===== config.mk =====
export PLATFORM = sky130hd
export DESIGN_NAME = rectified_gradient_field_core_flat
export DESIGN_NICKNAME = d
export VERILOG_FILES = /design/src/hdl/rgf_pkg.sv /design/src/hdl/rgf_ifs.sv /design/src/hdl/rectified_gradient_field_core.sv /design/src/hdl/rgf_ram.sv /design/src/hdl/rgf_front.sv /design/src/hdl/rgf_back.sv /design/src/flat_wrapper.sv
export SDC_FILE = /design/constraint.sdc
export NUM_CORES = 2
export LEC_CHECK = 0
export ABC_AREA = 0
export BUFFER_PORTS_ARGS = -buffer_cell sky130_fd_sc_hd__buf_2
export CORE_UTILIZATION = 36
export DETAILED_ROUTE_END_ITERATION = 16
export GPL_TIMING_DRIVEN = 0
export PLACE_DENSITY = 0.55
export SLEW_MARGIN = 20
export SYNTH_ARGS = -nofsm -noshare
export SYNTH_HDL_FRONTEND = slang
export SYNTH_SLANG_ARGS = --single-unit

===== constraint.sdc =====
create_clock -name i_clk -period 16.7 [get_ports i_clk]
set_input_delay 4.175 -clock i_clk [delete_from_list [all_inputs] [get_ports i_clk]]
set_output_delay 4.175 -clock i_clk [all_outputs]
set_load 0.01 [all_outputs]

===== src/hdl/rgf_pkg.sv =====
package rgf_pkg;

    localparam int PIX_W     = 8;
    localparam int POS_W     = 6;
    localparam int RECT_W    = 9;
    localparam int DIM_W     = 7;
    localparam int CFG_IDX_W = 1;

    typedef logic [CFG_IDX_W-1:0] t_cfg_idx;

    localparam t_cfg_idx CFG_PATCH_WIDTH  = 1'b0;
    localparam t_cfg_idx CFG_PATCH_HEIGHT = 1'b1;

    localparam logic [DIM_W-1:0] DIM_MIN         = 7'd2;
    localparam logic [DIM_W-1:0] PATCH_DIM_RESET = 7'd32;

    // Which result of a pixel the output sequencer is producing.
    typedef enum logic [1:0] {
        SLOT_MAIN,
        SLOT_EDGE,
        SLOT_CORNER
    } t_slot;

    // Position of an accepted pixel and the facts about it that the
    // gradient stage needs.
    typedef struct packed {
        logic [POS_W-1:0] row;
        logic [POS_W-1:0] col;
        logic             first_col;
        logic             second_col;
        logic             last_col;
        logic             last_row;
        logic             row_ge1;
        logic             row_is1;
        logic             sel;
    } t_pos;

endpackage


===== src/hdl/rgf_ifs.sv =====
interface rgf_pix_if;
    logic                      valid;
    logic                      ready;
    logic                      start_req;
    logic [rgf_pkg::PIX_W-1:0] pixel;

    modport source (output valid, output start_req, output pixel, input ready);
    modport sink (input valid, input start_req, input pixel, output ready);
endinterface

interface rgf_res_if;
    logic                       valid;
    logic                       ready;
    logic [rgf_pkg::POS_W-1:0]  row_index;
    logic [rgf_pkg::POS_W-1:0]  col_index;
    logic [rgf_pkg::RECT_W-1:0] pos_x;
    logic [rgf_pkg::RECT_W-1:0] neg_x;
    logic [rgf_pkg::RECT_W-1:0] pos_y;
    logic [rgf_pkg::RECT_W-1:0] neg_y;
    logic                       last;

    modport source (output valid, output row_index, output col_index, output pos_x,
                    output neg_x, output pos_y, output neg_y, output last, input ready);
    modport sink (input valid, input row_index, input col_index, input pos_x,
                  input neg_x, input pos_y, input neg_y, input last, output ready);
endinterface

interface rgf_cfg_if;
    logic                      valid;
    logic                      ready;
    rgf_pkg::t_cfg_idx         index;
    logic [rgf_pkg::DIM_W-1:0] data;

    modport source (output valid, output index, output data, input ready);
    modport sink (input valid, input index, input data, output ready);
endinterface


===== src/hdl/rectified_gradient_field_core.sv =====
// Channel  | Direction | Carries
// ---------+-----------+--------------------------------------------------
// i_pix    | in        | start_req, pixel (one grey pixel, raster order)
// o_res    | out       | row_index, col_index, pos_x, neg_x, pos_y, neg_y, last
// i_cfg    | in        | index, data (patch_width = 0, patch_height = 1)
//
// One pixel request is taken per cycle while the pixel stage is free; each
// pixel of rows 1 and up gives one result. In the last row every pixel from
// column 1 on gives two results and the final pixel three. The single output
// register takes one result per cycle while o_res is not stalled.
// A result is formed from the pixel stage register into the output register.
// Reset is synchronous and active low; it clears counters, valid flags, the
// slot and the patch size registers, and needs no clearing pass since the line
// stores are only read where they have been written. Stalls on o_res hold the
// pixel stage and then the input; configuration writes are always taken.
module rectified_gradient_field_core #(
    parameter int MAX_WIDTH  = 64,
    parameter int MAX_HEIGHT = 64
) (
    input  logic       i_clk,
    input  logic       i_rst_n,
    rgf_pix_if.sink    i_pix,
    rgf_res_if.source  o_res,
    rgf_cfg_if.sink    i_cfg
);

    localparam int AW = $clog2(MAX_WIDTH);

    // The two line stores alternate: one receives the row being streamed in,
    // the other holds the row above. The one receiving the current row still
    // holds the row two above at the columns not yet overwritten, which is
    // exactly what the vertical difference of the row above needs.
    rgf_pkg::t_pos             w_pos;
    logic                      w_accept;
    logic                      w_ready;
    logic                      w_rd_en;
    logic [AW-1:0]             w_a_raddr;
    logic [AW-1:0]             w_b_raddr;
    logic                      w_a_we;
    logic                      w_b_we;
    logic [AW-1:0]             w_waddr;
    logic [rgf_pkg::PIX_W-1:0] w_qa;
    logic [rgf_pkg::PIX_W-1:0] w_qb;

    assign i_pix.ready = w_ready;
    assign w_accept    = i_pix.valid && w_ready;

    // Position tracking, configuration and line store addressing.
    rgf_front #(
        .MAX_WIDTH  (MAX_WIDTH),
        .MAX_HEIGHT (MAX_HEIGHT)
    ) u_front (
        .i_clk       (i_clk),
        .i_rst_n     (i_rst_n),
        .i_cfg       (i_cfg),
        .i_start_req (i_pix.start_req),
        .i_accept    (w_accept),
        .o_pos       (w_pos),
        .o_rd_en     (w_rd_en),
        .o_a_raddr   (w_a_raddr),
        .o_b_raddr   (w_b_raddr),
        .o_a_we      (w_a_we),
        .o_b_we      (w_b_we),
        .o_waddr     (w_waddr)
    );

    // Each store is read once per pixel and written at most once per pixel.
    // A same-entry read and write returns the old pixel, the row two above.
    rgf_ram #(
        .WIDTH (rgf_pkg::PIX_W),
        .DEPTH (MAX_WIDTH)
    ) u_store_a (
        .i_clk   (i_clk),
        .i_we    (w_a_we),
        .i_waddr (w_waddr),
        .i_wdata (i_pix.pixel),
        .i_re    (w_rd_en),
        .i_raddr (w_a_raddr),
        .o_rdata (w_qa)
    );

    rgf_ram #(
        .WIDTH (rgf_pkg::PIX_W),
        .DEPTH (MAX_WIDTH)
    ) u_store_b (
        .i_clk   (i_clk),
        .i_we    (w_b_we),
        .i_waddr (w_waddr),
        .i_wdata (i_pix.pixel),
        .i_re    (w_rd_en),
        .i_raddr (w_b_raddr),
        .o_rdata (w_qb)
    );

    // Pixel stage: gradient windows, result sequencing and the output register.
    rgf_back u_back (
        .i_clk   (i_clk),
        .i_rst_n (i_rst_n),
        .i_accept(w_accept),
        .i_pos   (w_pos),
        .i_pixel (i_pix.pixel),
        .i_qa    (w_qa),
        .i_qb    (w_qb),
        .o_ready (w_ready),
        .o_res   (o_res)
    );

endmodule


===== src/hdl/rgf_ram.sv =====
module rgf_ram #(
    parameter int WIDTH = 8,
    parameter int DEPTH = 64,
    localparam int AW = (DEPTH > 1) ? $clog2(DEPTH) : 1
) (
    input  logic             i_clk,
    input  logic             i_we,
    input  logic [AW-1:0]    i_waddr,
    input  logic [WIDTH-1:0] i_wdata,
    input  logic             i_re,
    input  logic [AW-1:0]    i_raddr,
    output logic [WIDTH-1:0] o_rdata
);

    logic [WIDTH-1:0] r_mem [DEPTH];
    logic [WIDTH-1:0] r_rdata;

    // A read and a write of the same entry in one cycle return the old data.
    always_ff @(posedge i_clk) begin
        if (i_re) begin
            r_rdata <= r_mem[i_raddr];
        end
        if (i_we) begin
            r_mem[i_waddr] <= i_wdata;
        end
    end

    assign o_rdata = r_rdata;

endmodule


===== src/hdl/rgf_front.sv =====
module rgf_front #(
    parameter int MAX_WIDTH  = 64,
    parameter int MAX_HEIGHT = 64,
    localparam int AW = $clog2(MAX_WIDTH),
    localparam int RW = $clog2(MAX_HEIGHT)
) (
    input  logic          i_clk,
    input  logic          i_rst_n,
    rgf_cfg_if.sink       i_cfg,
    input  logic          i_start_req,
    input  logic          i_accept,
    output rgf_pkg::t_pos o_pos,
    output logic          o_rd_en,
    output logic [AW-1:0] o_a_raddr,
    output logic [AW-1:0] o_b_raddr,
    output logic          o_a_we,
    output logic          o_b_we,
    output logic [AW-1:0] o_waddr
);

    localparam logic [rgf_pkg::DIM_W-1:0] MAX_W = rgf_pkg::DIM_W'(MAX_WIDTH);
    localparam logic [rgf_pkg::DIM_W-1:0] MAX_H = rgf_pkg::DIM_W'(MAX_HEIGHT);

    logic [rgf_pkg::DIM_W-1:0] r_patch_width;
    logic [rgf_pkg::DIM_W-1:0] r_patch_height;
    logic [AW-1:0]             r_col;
    logic [RW-1:0]             r_row;
    logic                      r_sel;

    logic [rgf_pkg::DIM_W-1:0] w;
    logic [rgf_pkg::DIM_W-1:0] h;
    logic                      restart;
    logic [AW-1:0]             c;
    logic [RW-1:0]             r;
    logic                      sel;
    logic                      last_col;
    logic                      last_row;
    logic [AW-1:0]             c_ahead;

    assign i_cfg.ready = 1'b1;

    always_ff @(posedge i_clk) begin
        if (!i_rst_n) begin
            r_patch_width  <= rgf_pkg::PATCH_DIM_RESET;
            r_patch_height <= rgf_pkg::PATCH_DIM_RESET;
        end else if (i_cfg.valid) begin
            unique case (i_cfg.index)
                rgf_pkg::CFG_PATCH_WIDTH:  r_patch_width  <= i_cfg.data;
                rgf_pkg::CFG_PATCH_HEIGHT: r_patch_height <= i_cfg.data;
                default: ;
            endcase
        end
    end

    always_comb begin
        if (r_patch_width < rgf_pkg::DIM_MIN) begin
            w = rgf_pkg::DIM_MIN;
        end else if (r_patch_width > MAX_W) begin
            w = MAX_W;
        end else begin
            w = r_patch_width;
        end
        if (r_patch_height < rgf_pkg::DIM_MIN) begin
            h = rgf_pkg::DIM_MIN;
        end else if (r_patch_height > MAX_H) begin
            h = MAX_H;
        end else begin
            h = r_patch_height;
        end
    end

    // A start request, or a position left outside a shrunken patch,
    // puts the pixel at the top left corner.
    assign restart  = i_start_req || (rgf_pkg::DIM_W'(r_col) >= w)
                      || (rgf_pkg::DIM_W'(r_row) >= h);
    assign c        = restart ? '0 : r_col;
    assign r        = restart ? '0 : r_row;
    assign sel      = restart ? 1'b0 : r_sel;
    assign last_col = (rgf_pkg::DIM_W'(c) == (w - 7'd1));
    assign last_row = (rgf_pkg::DIM_W'(r) == (h - 7'd1));
    assign c_ahead  = last_col ? c : AW'(c + 1'b1);

    // The store that the current row fills is A when sel is low; the other
    // holds the row above and is read one column ahead.
    assign o_rd_en   = i_accept;
    assign o_a_raddr = sel ? c_ahead : c;
    assign o_b_raddr = sel ? c : c_ahead;
    assign o_a_we    = i_accept && !sel;
    assign o_b_we    = i_accept && sel;
    assign o_waddr   = c;

    always_comb begin
        o_pos.row        = rgf_pkg::POS_W'(r);
        o_pos.col        = rgf_pkg::POS_W'(c);
        o_pos.first_col  = (c == '0);
        o_pos.second_col = (c == AW'(1));
        o_pos.last_col   = last_col;
        o_pos.last_row   = last_row;
        o_pos.row_ge1    = (r != '0);
        o_pos.row_is1    = (r == RW'(1));
        o_pos.sel        = sel;
    end

    always_ff @(posedge i_clk) begin
        if (!i_rst_n) begin
            r_col <= '0;
            r_row <= '0;
            r_sel <= 1'b0;
        end else if (i_accept) begin
            if (last_col) begin
                r_col <= '0;
                r_sel <= !sel;
                r_row <= last_row ? '0 : RW'(r + 1'b1);
            end else begin
                r_col <= AW'(c + 1'b1);
                r_sel <= sel;
                r_row <= r;
            end
        end
    end

endmodule


===== src/hdl/rgf_back.sv =====
module rgf_back (
    input  logic                      i_clk,
    input  logic                      i_rst_n,
    input  logic                      i_accept,
    input  rgf_pkg::t_pos             i_pos,
    input  logic [rgf_pkg::PIX_W-1:0] i_pixel,
    input  logic [rgf_pkg::PIX_W-1:0] i_qa,
    input  logic [rgf_pkg::PIX_W-1:0] i_qb,
    output logic                      o_ready,
    rgf_res_if.source                 o_res
);

    typedef struct packed {
        logic [rgf_pkg::RECT_W-1:0] pos;
        logic [rgf_pkg::RECT_W-1:0] neg;
    } t_rect;

    // Twice the positive and twice the negative part of a - b.
    function automatic t_rect rectify(input logic [rgf_pkg::PIX_W-1:0] a,
                                      input logic [rgf_pkg::PIX_W-1:0] b);
        logic signed [rgf_pkg::PIX_W:0] d;
        logic signed [rgf_pkg::PIX_W:0] m;
        t_rect                          res;
        d = $signed({1'b0, a}) - $signed({1'b0, b});
        m = -d;
        res.pos = (d > 0) ? {d[rgf_pkg::PIX_W-1:0], 1'b0} : '0;
        res.neg = (d < 0) ? {m[rgf_pkg::PIX_W-1:0], 1'b0} : '0;
        return res;
    endfunction

    logic                      r_s1_valid;
    rgf_pkg::t_pos             r_s1_pos;
    logic [rgf_pkg::PIX_W-1:0] r_s1_pix;
    rgf_pkg::t_slot            r_slot;
    rgf_pkg::t_slot            n_slot;

    logic [rgf_pkg::PIX_W-1:0] r_win0;
    logic [rgf_pkg::PIX_W-1:0] r_win1;
    logic [rgf_pkg::PIX_W-1:0] r_d1;
    logic [rgf_pkg::PIX_W-1:0] r_d2;
    logic [rgf_pkg::PIX_W-1:0] r_first_cur;
    logic [rgf_pkg::PIX_W-1:0] r_first_prev;

    logic                       r_out_valid;
    logic [rgf_pkg::POS_W-1:0]  r_out_row;
    logic [rgf_pkg::POS_W-1:0]  r_out_col;
    t_rect                      r_out_x;
    t_rect                      r_out_y;
    logic                       r_out_last;

    logic [rgf_pkg::PIX_W-1:0] q_prev;
    logic [rgf_pkg::PIX_W-1:0] q_wr;
    logic [rgf_pkg::PIX_W-1:0] p_c;
    logic [rgf_pkg::PIX_W-1:0] p_cm1;
    logic                      has_edge;
    logic                      has_corner;
    logic                      out_free;
    logic                      emit;
    logic                      done;
    logic                      last_res;
    logic [rgf_pkg::PIX_W-1:0] xa;
    logic [rgf_pkg::PIX_W-1:0] xb;
    logic [rgf_pkg::PIX_W-1:0] ya;
    logic [rgf_pkg::PIX_W-1:0] yb;
    logic [rgf_pkg::POS_W-1:0] res_row;
    logic [rgf_pkg::POS_W-1:0] res_col;

    assign q_prev     = r_s1_pos.sel ? i_qa : i_qb;
    assign q_wr       = r_s1_pos.sel ? i_qb : i_qa;
    assign p_c        = r_s1_pos.first_col ? r_first_prev : r_win0;
    assign p_cm1      = r_s1_pos.second_col ? r_first_prev : r_win1;
    assign has_edge   = r_s1_pos.row_ge1 && r_s1_pos.last_row && !r_s1_pos.first_col;
    assign has_corner = r_s1_pos.row_ge1 && r_s1_pos.last_row && r_s1_pos.last_col;
    assign out_free   = !r_out_valid || o_res.ready;

    always_comb begin
        xa       = r_s1_pix;
        xb       = r_d1;
        ya       = r_s1_pix;
        yb       = p_c;
        res_row  = r_s1_pos.row;
        res_col  = r_s1_pos.col;
        last_res = 1'b1;
        n_slot   = r_slot;
        unique case (r_slot)
            rgf_pkg::SLOT_MAIN: begin
                // Element one row up, same column.
                if (r_s1_pos.first_col) begin
                    xa = q_prev;
                    xb = r_first_prev;
                end else if (r_s1_pos.last_col) begin
                    xa = p_c;
                    xb = p_cm1;
                end else begin
                    xa = q_prev;
                    xb = p_cm1;
                end
                yb       = r_s1_pos.row_is1 ? p_c : q_wr;
                res_row  = rgf_pkg::POS_W'(r_s1_pos.row - 1'b1);
                last_res = !has_edge;
            end
            rgf_pkg::SLOT_EDGE: begin
                // Bottom row element one column to the left.
                xb       = r_s1_pos.second_col ? r_d1 : r_d2;
                ya       = r_d1;
                yb       = p_cm1;
                res_col  = rgf_pkg::POS_W'(r_s1_pos.col - 1'b1);
                last_res = !has_corner;
            end
            rgf_pkg::SLOT_CORNER: begin
                last_res = 1'b1;
            end
            default: begin
                last_res = 1'b1;
            end
        endcase

        emit = r_s1_valid && r_s1_pos.row_ge1 && out_free;
        done = r_s1_valid && (!r_s1_pos.row_ge1 || (out_free && last_res));

        if (done) begin
            n_slot = rgf_pkg::SLOT_MAIN;
        end else if (emit) begin
            n_slot = (r_slot == rgf_pkg::SLOT_MAIN) ? rgf_pkg::SLOT_EDGE
                                                     : rgf_pkg::SLOT_CORNER;
        end
    end

    assign o_ready = !r_s1_valid || done;

    always_ff @(posedge i_clk) begin
        if (!i_rst_n) begin
            r_slot <= rgf_pkg::SLOT_MAIN;
        end else begin
            r_slot <= n_slot;
        end
    end

    always_ff @(posedge i_clk) begin
        if (!i_rst_n) begin
            r_s1_valid <= 1'b0;
        end else if (i_accept) begin
            r_s1_valid <= 1'b1;
        end else if (done) begin
            r_s1_valid <= 1'b0;
        end
    end

    always_ff @(posedge i_clk) begin
        if (i_accept) begin
            r_s1_pos <= i_pos;
            r_s1_pix <= i_pixel;
            if (i_pos.first_col) begin
                r_first_prev <= r_first_cur;
                r_first_cur  <= i_pixel;
            end
        end
        // The column windows move on as each pixel leaves the stage.
        if (done) begin
            r_win1 <= r_win0;
            r_win0 <= q_prev;
            r_d2   <= r_d1;
            r_d1   <= r_s1_pix;
        end
    end

    always_ff @(posedge i_clk) begin
        if (!i_rst_n) begin
            r_out_valid <= 1'b0;
        end else if (emit) begin
            r_out_valid <= 1'b1;
        end else if (o_res.ready) begin
            r_out_valid <= 1'b0;
        end
    end

    always_ff @(posedge i_clk) begin
        if (emit) begin
            r_out_row  <= res_row;
            r_out_col  <= res_col;
            r_out_x    <= rectify(xa, xb);
            r_out_y    <= rectify(ya, yb);
            r_out_last <= last_res;
        end
    end

    assign o_res.valid     = r_out_valid;
    assign o_res.row_index = r_out_row;
    assign o_res.col_index = r_out_col;
    assign o_res.pos_x     = r_out_x.pos;
    assign o_res.neg_x     = r_out_x.neg;
    assign o_res.pos_y     = r_out_y.pos;
    assign o_res.neg_y     = r_out_y.neg;
    assign o_res.last      = r_out_last;

endmodule


===== src/flat_wrapper.sv =====
// flat-port wrapper written by rule: the top's interface ports become plain ports
module rectified_gradient_field_core_flat 
#(
    parameter int MAX_WIDTH  = 64,
    parameter int MAX_HEIGHT = 64
)
  (i_clk, i_rst_n, i_pix_valid, i_pix_start_req, i_pix_pixel, i_pix_ready, o_res_valid, o_res_row_index, o_res_col_index, o_res_pos_x, o_res_neg_x, o_res_pos_y, o_res_neg_y, o_res_last, o_res_ready, i_cfg_valid, i_cfg_index, i_cfg_data, i_cfg_ready);
  rgf_pix_if i_pix_i ();
  rgf_res_if o_res_i ();
  rgf_cfg_if i_cfg_i ();
  input  logic i_clk;
  input  logic i_rst_n;
  input wire logic [$bits(i_pix_i.valid)-1:0] i_pix_valid;
  input wire logic [$bits(i_pix_i.start_req)-1:0] i_pix_start_req;
  input wire logic [$bits(i_pix_i.pixel)-1:0] i_pix_pixel;
  output wire logic [$bits(i_pix_i.ready)-1:0] i_pix_ready;
  output wire logic [$bits(o_res_i.valid)-1:0] o_res_valid;
  output wire logic [$bits(o_res_i.row_index)-1:0] o_res_row_index;
  output wire logic [$bits(o_res_i.col_index)-1:0] o_res_col_index;
  output wire logic [$bits(o_res_i.pos_x)-1:0] o_res_pos_x;
  output wire logic [$bits(o_res_i.neg_x)-1:0] o_res_neg_x;
  output wire logic [$bits(o_res_i.pos_y)-1:0] o_res_pos_y;
  output wire logic [$bits(o_res_i.neg_y)-1:0] o_res_neg_y;
  output wire logic [$bits(o_res_i.last)-1:0] o_res_last;
  input wire logic [$bits(o_res_i.ready)-1:0] o_res_ready;
  input wire logic [$bits(i_cfg_i.valid)-1:0] i_cfg_valid;
  input wire logic [$bits(i_cfg_i.index)-1:0] i_cfg_index;
  input wire logic [$bits(i_cfg_i.data)-1:0] i_cfg_data;
  output wire logic [$bits(i_cfg_i.ready)-1:0] i_cfg_ready;
  assign i_pix_i.valid = i_pix_valid;
  assign i_pix_i.start_req = i_pix_start_req;
  assign i_pix_i.pixel = i_pix_pixel;
  assign i_pix_ready = i_pix_i.ready;
  assign o_res_valid = o_res_i.valid;
  assign o_res_row_index = o_res_i.row_index;
  assign o_res_col_index = o_res_i.col_index;
  assign o_res_pos_x = o_res_i.pos_x;
  assign o_res_neg_x = o_res_i.neg_x;
  assign o_res_pos_y = o_res_i.pos_y;
  assign o_res_neg_y = o_res_i.neg_y;
  assign o_res_last = o_res_i.last;
  assign o_res_i.ready = o_res_ready;
  assign i_cfg_i.valid = i_cfg_valid;
  assign i_cfg_i.index = i_cfg_index;
  assign i_cfg_i.data = i_cfg_data;
  assign i_cfg_ready = i_cfg_i.ready;
  rectified_gradient_field_core #(.MAX_WIDTH(MAX_WIDTH), .MAX_HEIGHT(MAX_HEIGHT)) u_core (.i_clk(i_clk), .i_rst_n(i_rst_n), .i_pix(i_pix_i), .o_res(o_res_i), .i_cfg(i_cfg_i));
endmodule

==> flow_metrics.py <==
metrics = {
    "outcome": {
        "status": "completed",
    },
    "layout": {
        "final_util_pct": 41.2,
        "final_common_cell": "edfxtp_1",
        "multi_input_area_sq_mm": 0.0131,
        "layout_common_cells": "1,160 x edfxtp_1, 675 x nand2_1, 214 x nor2_1, 192 x nand3_1, 133 x clkbuf_1",
        "design_area_sq_mm": 0.0566,
        "regArea_sq_mm": 0.0355,
        "area_growth_pct": 13.9,
        "drive_gt1_share_pct": 12.6,
        "layout.nets": 3792,
        "fillers": 12591,
        "n_antenna_cell": 0,
        "reg.largest.list": "u_core.u_store_a.r_mem (512), u_core.u_store_b.r_mem (512), u_core.u_back.r_s1_pos (19)",
    },
    "floorplanning": {
        "die_h_um": 374,
        "rows": 136,
        "die-area_sq_mm": 0.140,
        "top_level_ports": 74,
        "initial_core_util_pct": 36.2,
        "die_width_um": 374,
        "core_sq_mm": 0.137,
    },
    "timing": {
        "max_freq_ghz": 0.0942,
        "setup_tns_ns": 0,
        "min_period_ns": 10.61,
        "setup_viol": 0,
        "maxSlewHeadroom_pct": 19.5,
        "finClkSkew_ns": 0.0561,
        "fin_crit_sh_pct": 63.6,
        "rsz0062_at_grt": "no",
        "tightest_slew_ns": 1.17,
        "finalMaxSlewViolations": 0,
        "final-hold-violation-count": 0,
    },
    "clock_tree": {
        "cts_made_buffers": 120,
        "post-cts-setup-buffer-count": 0,
        "cts_tree": "built",
        "clk_pin_slew_ns": 0.06,
        "clk_root_buffer_cell": "clkbuf_16",
        "clock_latency_ns": 0.77,
        "cts_resized": 0,
        "cts.sinks": 1191,
        "cts.path.max_buffers": 3,
        "hold_buffers": 0,
        "h-tree-depth": 3,
    },
    "placed_design": {
        "place.gp.congestion": 0.976,
        "portBuffers": 65,
        "placed_area_sq_mm": 0.0527,
        "dp_hpwl_mm": 98.9,
    },
    "drt": {
        "drtIter0Drc": 3783,
        "ant_nets": 0,
        "drt-pass1-iter-count": 6,
        "wl_per_cell_um": 26.3,
        "drt_wl_total_mm": 148,
        "num_vias": 31227,
        "via_per_inst": 5.55,
        "remaining_drc_errors": 0,
    },
    "synth": {
        "synth_warnings": 0,
        "ys.flop_type": "edfxtp_1",
        "avgSynthCellArea_sq_um": 14.1,
        "async_flop_share_pct": 0,
        "ys_seq_area_share_pct": 71.3,
        "syn_inst": 3526,
        "synthDistinctLibCells": 89,
        "synth-edff-count": 1160,
        "synth.ff_latch_count": 1191,
        "synthesis.area_sq_mm": 0.0497,
    },
    "grt": {
        "grt_pass1_vias": 30175,
        "grt-ovfl-total": 0,
        "grt_max_degree": 102,
        "antenna_found_initial": 2,
        "grt_usage_pct": 20.9,
        "grt_pass1_wl_mm": 214,
    },
    "power_and_ir_drop": {
        "peakVddDrop_mv": 0.0867,
        "p_per_area_mw_per_mm2": 115,
        "p_total_mw": 6.51,
        "p_leak_nw": 18.8,
    },
    "worst_setup_path": {
        "crit_chain": "buf_2 > a21oi_1 > o221ai_1 > nor2_1 > buf_2 > clkbuf_1 > nand2_1 > ha_1 > a21oi_1 > clkbuf_1 > nand2_1 > clkbuf_1 > clkbuf_1 > clkbuf_1 > nand3_1 > a311oi_1 > a32oi_1",
        "start_kind": "input pin",
        "crit_fanout": 10,
        "cp.required_ns": 17.09,
        "cp_common_cell": "clkbuf_1",
        "cp.arrival_ns": 11.00,
        "crit_type": "in2reg",
        "crit_slowest_cell": "clkbuf_1",
        "slowest_delay_ns": 0.83,
        "cp-end-kind": "register",
    },
    "hold_path": {
        "hold_path_class": "reg2reg",
    },
    "job": {
        "drv_cap": 0,
    },
}
==> metrics by stage <==
step	instances	hold slack (ns)	setup WS, ns
detailed placement	5399	0.406	5.70
global route	5624	0.422	5.96
floorplan	3529	0.400	7.91
finish	5624	0.420	6.09
CTS	5624	0.421	6.46
global placement	5388	0.401	5.70
==> cells in the mapped netlist (all sizes together), types with 4 or more instances <==
cell type	n	area share, %
a32o	9	0.18
o211ai	10	0.15
or3	26	0.33
o32ai	7	0.12
mux2	24	0.55
edfxtp	1160	70
a211oi	21	0.32
nor4	10	0.14
nor2b	33	0.42
a31o	5	0.11
xor2	25	0.44
a31oi	44	0.55
nand3	193	2.0
o21ai	65	0.65
a221oi	8	0.15
o22ai	11	0.17
o221ai	14	0.25
nor2	219	1.7
mux4	70	3.2
nand2	676	5.1
a21oi	106	1.1
nor3	35	0.36
xnor2	25	0.44
nand3b	9	0.14
and2	17	0.21
or2	5	0.063
mux2i	116	2.4
nand4	19	0.24
a32oi	56	0.99
clkbuf	102	0.77
a21o	17	0.26
a221o	10	0.20
inv	37	0.28
dfxtp	31	1.2
a22oi	10	0.16
nor3b	4	0.060
and3	33	0.42
a311oi	25	0.45
buf	114	1.4
nand2b	20	0.25
a21boi	13	0.20
o32a	8	0.16
ha	41	1.0
nand4b	4	0.070
==> worst max-delay path: cells and delay by family <==
kind / cells / cell delay [ns]
buffers and inverters: 7 / 3.48
AOI/OAI and AO/OA: 5 / 1.64
and+or+nand+nor: 4 / 1.25
adders and majority gates: 1 / 0.42
==> cell families (layout without fill, tap and decap cells) <==
family | after synthesis | count (layout) | synth area share, %
other | 2 | 5 | 0.0151
AO/OA/AOI/OAI | 465 | 465 | 6.61
multiplexers | 210 | 210 | 6.11
adder cells (fa/ha/maj) | 43 | 43 | 1.11
XOR/XNOR | 50 | 50 | 0.881
AND/OR/NAND/NOR | 1309 | 1309 | 11.5
buffers and inverters | 256 | 557 | 2.46
flip-flops | 1191 | 1191 | 71.3
==> layout make-up <==
type,instances,area share [%]
clock buffer,155,5.59
timing repair buffer,76,1.16
multi-input combinational,2082,23.1
buffer,216,1.90
clock inverter,70,1.41
tap,1794,3.96
sequential,1191,62.6
inverter,40,0.267
==> path summary, 6_finish.rpt <==
kind                                                      start                       endpoint  slack (ns)  depth (start not counted)
worst min-delay path               u_core.u_back.r_first_cur[0]  u_core.u_back.r_first_prev[0]        0.42                          0
worst min register to register     u_core.u_back.r_first_cur[0]  u_core.u_back.r_first_prev[0]        0.42                          0
worst max register to register  u_core.u_front.r_patch_width[2]    u_core.u_store_a.o_rdata[5]        7.93                         22
worst max-delay path                            i_pix_start_req    u_core.u_store_a.o_rdata[5]        6.09                         17
==> per-layer routing <==
metal	global-route usage, %	up-vias	part of all wire (%)
met4	8.80	0	4.3
met2	32.0	1350	45
met3	3.42	302	7.7
li1	-	13737	-
met5	0	-	0
met1	29.5	15838	43
==> power breakdown <==
group,internal (mW),switching (mW),leakage [nW]
combinational,0.151,0.311,6.12
sequential,3.31,0.0126,10.8
clock,1.54,1.18,1.94
No activity file was read; power rests on OpenSTA's default activity.
